--- config.mk ---
export PLATFORM = sky130hd
export DESIGN_NAME = crup_ndc
export DESIGN_NICKNAME = d
export VERILOG_FILES = /design/src/rtl/core/crup_pkg.sv /design/src/rtl/core/crup_ndc.sv
export SDC_FILE = /design/constraint.sdc
export NUM_CORES = 2
export LEC_CHECK = 0
export ABC_AREA = 0
export BUFFER_PORTS_ARGS = -buffer_cell sky130_fd_sc_hd__buf_2
export CELL_PAD_IN_SITES_DETAIL_PLACEMENT = 0
export CELL_PAD_IN_SITES_GLOBAL_PLACEMENT = 2
export CORE_UTILIZATION = 35
export CTS_CLUSTER_SIZE = 28
export DETAILED_ROUTE_END_ITERATION = 12
export PLACE_DENSITY = 0.81
export SETUP_SLACK_MARGIN = 0.4
export SLEW_MARGIN = 5
export SYNTH_ARGS = -nofsm -noshare
export SYNTH_HDL_FRONTEND = slang
export SYNTH_SLANG_ARGS = --single-unit
--- constraint.sdc ---
create_clock -name clk -period 23 [get_ports clk]
set_input_delay 5.75 -clock clk [delete_from_list [all_inputs] [get_ports clk]]
set_output_delay 5.75 -clock clk [all_outputs]
set_load 0.1 [all_outputs]
--- src/rtl/core/crup_pkg.sv ---
package crup_pkg;

  localparam int COORD_BITS = 12;
  localparam int COEF_BITS  = 21;
  localparam int CFG_W      = 63;
  localparam int SIZE_W     = 13;
  localparam int NDC_W      = 22;
  localparam int ACC_W      = 44;
  localparam int V_W        = 66;
  localparam int NM_W       = 30;
  localparam int LEN_W      = NM_W + 1;
  localparam int DIR_W      = 16;

  localparam logic [SIZE_W-1:0] FRAME_WIDTH_RST  = SIZE_W'(1920);
  localparam logic [SIZE_W-1:0] FRAME_HEIGHT_RST = SIZE_W'(1080);

  typedef enum logic [2:0] {
    REG_FRAME_WIDTH   = 3'd0,
    REG_FRAME_HEIGHT  = 3'd1,
    REG_MATRIX_ROW_X  = 3'd2,
    REG_MATRIX_ROW_Y  = 3'd3,
    REG_MATRIX_ROW_Z  = 3'd4,
    REG_MATRIX_ROW_W  = 3'd5,
    REG_CAMERA_ORIGIN = 3'd6
  } cfg_reg_t;

  typedef struct packed {
    logic [COORD_BITS-1:0] pixel_x;
    logic [COORD_BITS-1:0] pixel_y;
  } in_item_t;

  typedef struct packed {
    logic signed [DIR_W-1:0] dir_x;
    logic signed [DIR_W-1:0] dir_y;
    logic signed [DIR_W-1:0] dir_z;
    logic                    degenerate;
  } out_item_t;

  typedef struct packed {
    logic [SIZE_W-1:0] frame_width;
    logic [SIZE_W-1:0] frame_height;
    logic [CFG_W-1:0]  row_x;
    logic [CFG_W-1:0]  row_y;
    logic [CFG_W-1:0]  row_z;
    logic [CFG_W-1:0]  row_w;
    logic [CFG_W-1:0]  origin;
  } cfg_t;

  // normalized magnitudes and signs that travel beside the length computation
  typedef struct packed {
    logic [2:0][NM_W-1:0] mag;
    logic [2:0]           neg;
    logic                 degen;
  } side_t;

  function automatic logic signed [COEF_BITS-1:0] coef_get(input logic [CFG_W-1:0] r,
                                                           input int unsigned k);
    coef_get = r[k*COEF_BITS +: COEF_BITS];
  endfunction

endpackage

--- src/rtl/core/crup_ndc.sv ---
module crup_ndc (
  input  logic                                clk,
  input  logic                                rst_n,
  input  logic                                en,
  input  logic                                in_valid,
  input  crup_pkg::in_item_t                  in_item,
  input  logic [crup_pkg::SIZE_W-1:0]         frame_width,
  input  logic [crup_pkg::SIZE_W-1:0]         frame_height,
  output logic                                out_valid,
  output logic signed [crup_pkg::NDC_W-1:0]   ndc_x,
  output logic signed [crup_pkg::NDC_W-1:0]   ndc_y
);
  import crup_pkg::*;

  localparam int NUM_W = COORD_BITS + 19;
  localparam int QB    = 21;
  localparam int NSTG  = 3;
  localparam int BPS   = QB / NSTG;
  localparam int D_W   = SIZE_W + 1;
  localparam int R_W   = D_W + 1;
  localparam int NDC_ONE = 65536;
  localparam int NDC_MAX = 1048575;

  logic [NUM_W-1:0] num_r   [2][NSTG];
  logic [NUM_W-1:0] num_nxt [2][NSTG];
  logic [D_W-1:0]   d_r     [2][NSTG];
  logic [D_W-1:0]   d_nxt   [2][NSTG];
  logic [R_W-1:0]   rem_r   [2][NSTG];
  logic [R_W-1:0]   rem_nxt [2][NSTG];
  logic [QB-1:0]    q_r     [2][NSTG];
  logic [QB-1:0]    q_nxt   [2][NSTG];
  logic             sat_r   [2][NSTG];
  logic             sat_nxt [2][NSTG];
  logic [NSTG:0]    vld_r;
  logic signed [NDC_W-1:0] ndc_r   [2];
  logic signed [NDC_W-1:0] ndc_nxt [2];

  always_comb begin
    logic [SIZE_W-1:0]     s;
    logic [COORD_BITS-1:0] p;
    logic [NUM_W-1:0]      num;
    logic [D_W-1:0]        d;
    logic [R_W-1:0]        rem;
    logic [QB-1:0]         q;
    logic                  sat;
    int                    b;
    for (int l = 0; l < 2; l++) begin
      for (int st = 0; st < NSTG; st++) begin
        if (st == 0) begin
          p = (l == 0) ? in_item.pixel_x : in_item.pixel_y;
          s = (l == 0) ? frame_width : frame_height;
          if (s == '0) s = SIZE_W'(1);
          d   = {s, 1'b0};
          num = (NUM_W'({p, 1'b1}) << 17) + NUM_W'(s);
          sat = (num >> QB) >= NUM_W'(d);
          rem = R_W'(num >> QB);
          q   = '0;
        end else begin
          num = num_r[l][st-1];
          d   = d_r[l][st-1];
          rem = rem_r[l][st-1];
          q   = q_r[l][st-1];
          sat = sat_r[l][st-1];
        end
        for (int k = 0; k < BPS; k++) begin
          b   = QB - 1 - (st * BPS + k);
          rem = {rem[R_W-2:0], num[b]};
          if (rem >= R_W'(d)) begin
            rem  = rem - R_W'(d);
            q[b] = 1'b1;
          end
        end
        num_nxt[l][st] = num;
        d_nxt[l][st]   = d;
        rem_nxt[l][st] = rem;
        q_nxt[l][st]   = q;
        sat_nxt[l][st] = sat;
      end
      if (sat_r[l][NSTG-1] || (q_r[l][NSTG-1] > QB'(NDC_MAX + NDC_ONE))) begin
        ndc_nxt[l] = NDC_W'(NDC_MAX);
      end else begin
        ndc_nxt[l] = $signed({1'b0, q_r[l][NSTG-1]}) - NDC_W'(NDC_ONE);
      end
    end
  end

  always_ff @(posedge clk) begin
    if (!rst_n) begin
      vld_r <= '0;
    end else if (en) begin
      vld_r <= {vld_r[NSTG-1:0], in_valid};
    end
  end

  always_ff @(posedge clk) begin
    if (en) begin
      num_r <= num_nxt;
      d_r   <= d_nxt;
      rem_r <= rem_nxt;
      q_r   <= q_nxt;
      sat_r <= sat_nxt;
      ndc_r <= ndc_nxt;
    end
  end

  assign out_valid = vld_r[NSTG];
  assign ndc_x     = ndc_r[0];
  assign ndc_y     = ndc_r[1];

endmodule

==> flow_metrics.tcl <==
set metrics [dict create \
    clkTransAtPathRegs_ps 60 \
    yosys-top-cells-area "edfxtp_1 19%, ha_1 18%, mux2_2 6.6%" \
    ant_nets 0 \
    grt_max_degree 99 \
    io_buffers 98 \
    critPathKind "in -> reg" \
    yosys.area.top_type "edfxtp_1" \
    cp_slowest_stage_delay_ps 440 \
    final_hold_viol_count 0 \
    fill_cells 10700 \
    seq_area_sq_um 7230 \
    setup_viol 0 \
    final_util 0.392 \
    multi_input_area_sq_um 28600 \
    wl_per_cell_um 19.3 \
    tightest_slew_ps 953 \
    yosys.area.top_type_share 0.192 \
    layout_common_cells "547 x ha_1, 370 x a21oi_1, 313 x nor2_1" \
    reg2reg_to "rem_r[17]" \
    h-tree-depth 2 \
    grt_pass1_wl_um 178000 \
    drt_iter0_drc 1921 \
    clockBufferDepth 3 \
    synth_cells 4313 \
    die_w_um 328 \
    drt_first_pass_iters 5 \
    synth-edff-count 238 \
    worstSetupEndpoint "rem_r[34]" \
    synthArstFlopShare 0 \
    status "complete, no violations" \
    crit_path_frequent_cell "a21o_1" \
    clock-sinks 242 \
    rsz0062_at_grt "true" \
    routed-wl-met3_um 3920 \
    critPathSlowestCell "a221oi_4" \
    crit_required_ps 23320 \
    die-area_sq_um 108000 \
    critPathCaptureType "register" \
    min_period_ps 21780 \
    critPathLaunch "frame_height[2]" \
    die_y_um 328 \
    r2r_cells 77 \
    vias 32300 \
    ys.flop_type "edfxtp_1" \
    reg2reg_from "num_nxt[37]" \
    routed-wl-met2_um 51500 \
    cts_inserted_buffers 35 \
    ys_seq_elements 242 \
    drv_slew 0 \
    synth_nets 4949 \
    fmax_mhz 45.9 \
    drc_errors 0 \
    timing.final.crit_share 0.947 \
    area_growth_pct 11.0 \
    rrSetupSlack_ps 2070 \
    gp_congestion 0.883 \
    min-delay-start "q_nxt[73]" \
    wl_um 114000 \
    core-area_sq_um 105000 \
    max_slew_margin 0.365 \
    first_global_vias 31400 \
    fin_nets 5107 \
    startpoint_type "input port" \
    netlist-cell-type-count 103 \
    drv_cap 0 \
    cts_tree "yes" \
    ioPinCount 99 \
    layout-drive-gt1-share 0.139 \
    met1Wirelength_um 56500 \
    synth_seq_area_share 0.194 \
    fin_skew_ps 29.5 \
    netlist_area_sq_um 37200 \
    antenna_found_initial 9 \
    top_layer "met4" \
    gr-usage-all-layers 0.208 \
    worst-path-max-fanout 8 \
    ys_warn_count 0 \
    viasPerCell 5.49 \
    start_util 0.353 \
    critPathArrivalTime_ps 22110 \
    syn_area_per_cell_sq_um 8.62 \
    final_common_cell "ha_1" \
    dpl.hpwl_um 91400 \
    grt.overflow.total 0 \
    row_count 119 \
    insertion_delay_ps 580 \
    clk_root_buffer_cell "clkbuf_16" \
    hp-class "reg -> reg" \
]
per-stage QoR:
stage	std cells	hold WS [ps]	TNS, ps	instance area (sq um)	setup WS (ps)
floorplan	4313	400	0	37200	474
global placement	5815	401	0	39800	1.61
detailed placement	5815	405	-1410	39800	-170
CTS	5877	416	0	41100	498
global route	5887	422	0	41300	327
finish	5888	417	0	41300	1220
per-layer routing:
metal  vias up  GRT usage
li1      16400          -
met3       101     0.0183
met5         -          0
met1     15300      0.297
met2       540      0.341
met4         0     0.0415
cells by family (layout without fill, tap and decap cells):
logic type               count (synthesis)  count (layout)  synth area share
flip-flops                             242             242             0.194
other                                    0               1                 0
AO/OA/AOI/OAI                         1262            1263             0.223
buffers and inverters                  387             569            0.0406
AND/OR/NAND/NOR                       1147            1147             0.154
adder cells (fa/ha/maj)                582             582             0.203
multiplexers                           340             340             0.103
XOR/XNOR                               353             353            0.0831
worst max-delay path: cells and delay by family:
| kind | cells | cell delay, ps |
|---|---|---|
| xor gates and xnor gates | 1 | 150 |
| adders and majority gates | 8 | 2620 |
| buffers and inverters | 8 | 1170 |
| and+or+nand+nor | 9 | 1240 |
| AOI/OAI and AO/OA | 44 | 9140 |
| muxes | 6 | 1990 |
how the worst min path moves through the flow:
stage,to,slack [ps],depth (start not counted)
final,q_r[73],420,0
after global routing,q_r[82],420,0
after CTS,q_r[73],420,0
after detailed placement,q_nxt[78],400,0
after global placement,q_r[71],400,0
after floorplan,q_nxt[14],400,0
cell usage after synthesis (64+ instances only):
cell	number
nor3_1	75
nand4_1	75
nor2_1	313
ha_1	548
nand3_1	71
mux2_1	64
nor2b_1	91
inv_1	285
mux2_2	217
o21ai_0	249
a21o_1	167
xnor2_1	233
edfxtp_1	238
o21a_1	75
nand2_1	251
xor2_1	120
a21oi_1	374
what timing repair did:
item                       CTS  global route
hold buffers                 0             0
pin swaps                    0             6
cloned                       0             1
buffers inserted             0             9
setup endpoints to repair    8            55
gates resized for setup      1            33
sequential cells by signal (all words and copies together), names as in the netlist, 12 cells and up:
register,cells
rem_r,54
q_nxt,42
q_r,42
num_nxt,38
ndc_x,22
ndc_y,22
d_nxt,12
area by class of cell:
class | count | share of cell area
Antenna cell | 1 | 0.0000606
Clock buffer | 38 | 0.0220
Clock inverter | 24 | 0.00942
Inverter | 304 | 0.0277
Multi-Input combinational cell | 3685 | 0.692
Sequential cell | 242 | 0.175
Tap cell | 1391 | 0.0421
Timing Repair Buffer | 203 | 0.0313
Power is left out: the tool's default activity adds up to more than one toggle a clock period on the data nets, which glitch-free logic cannot reach.
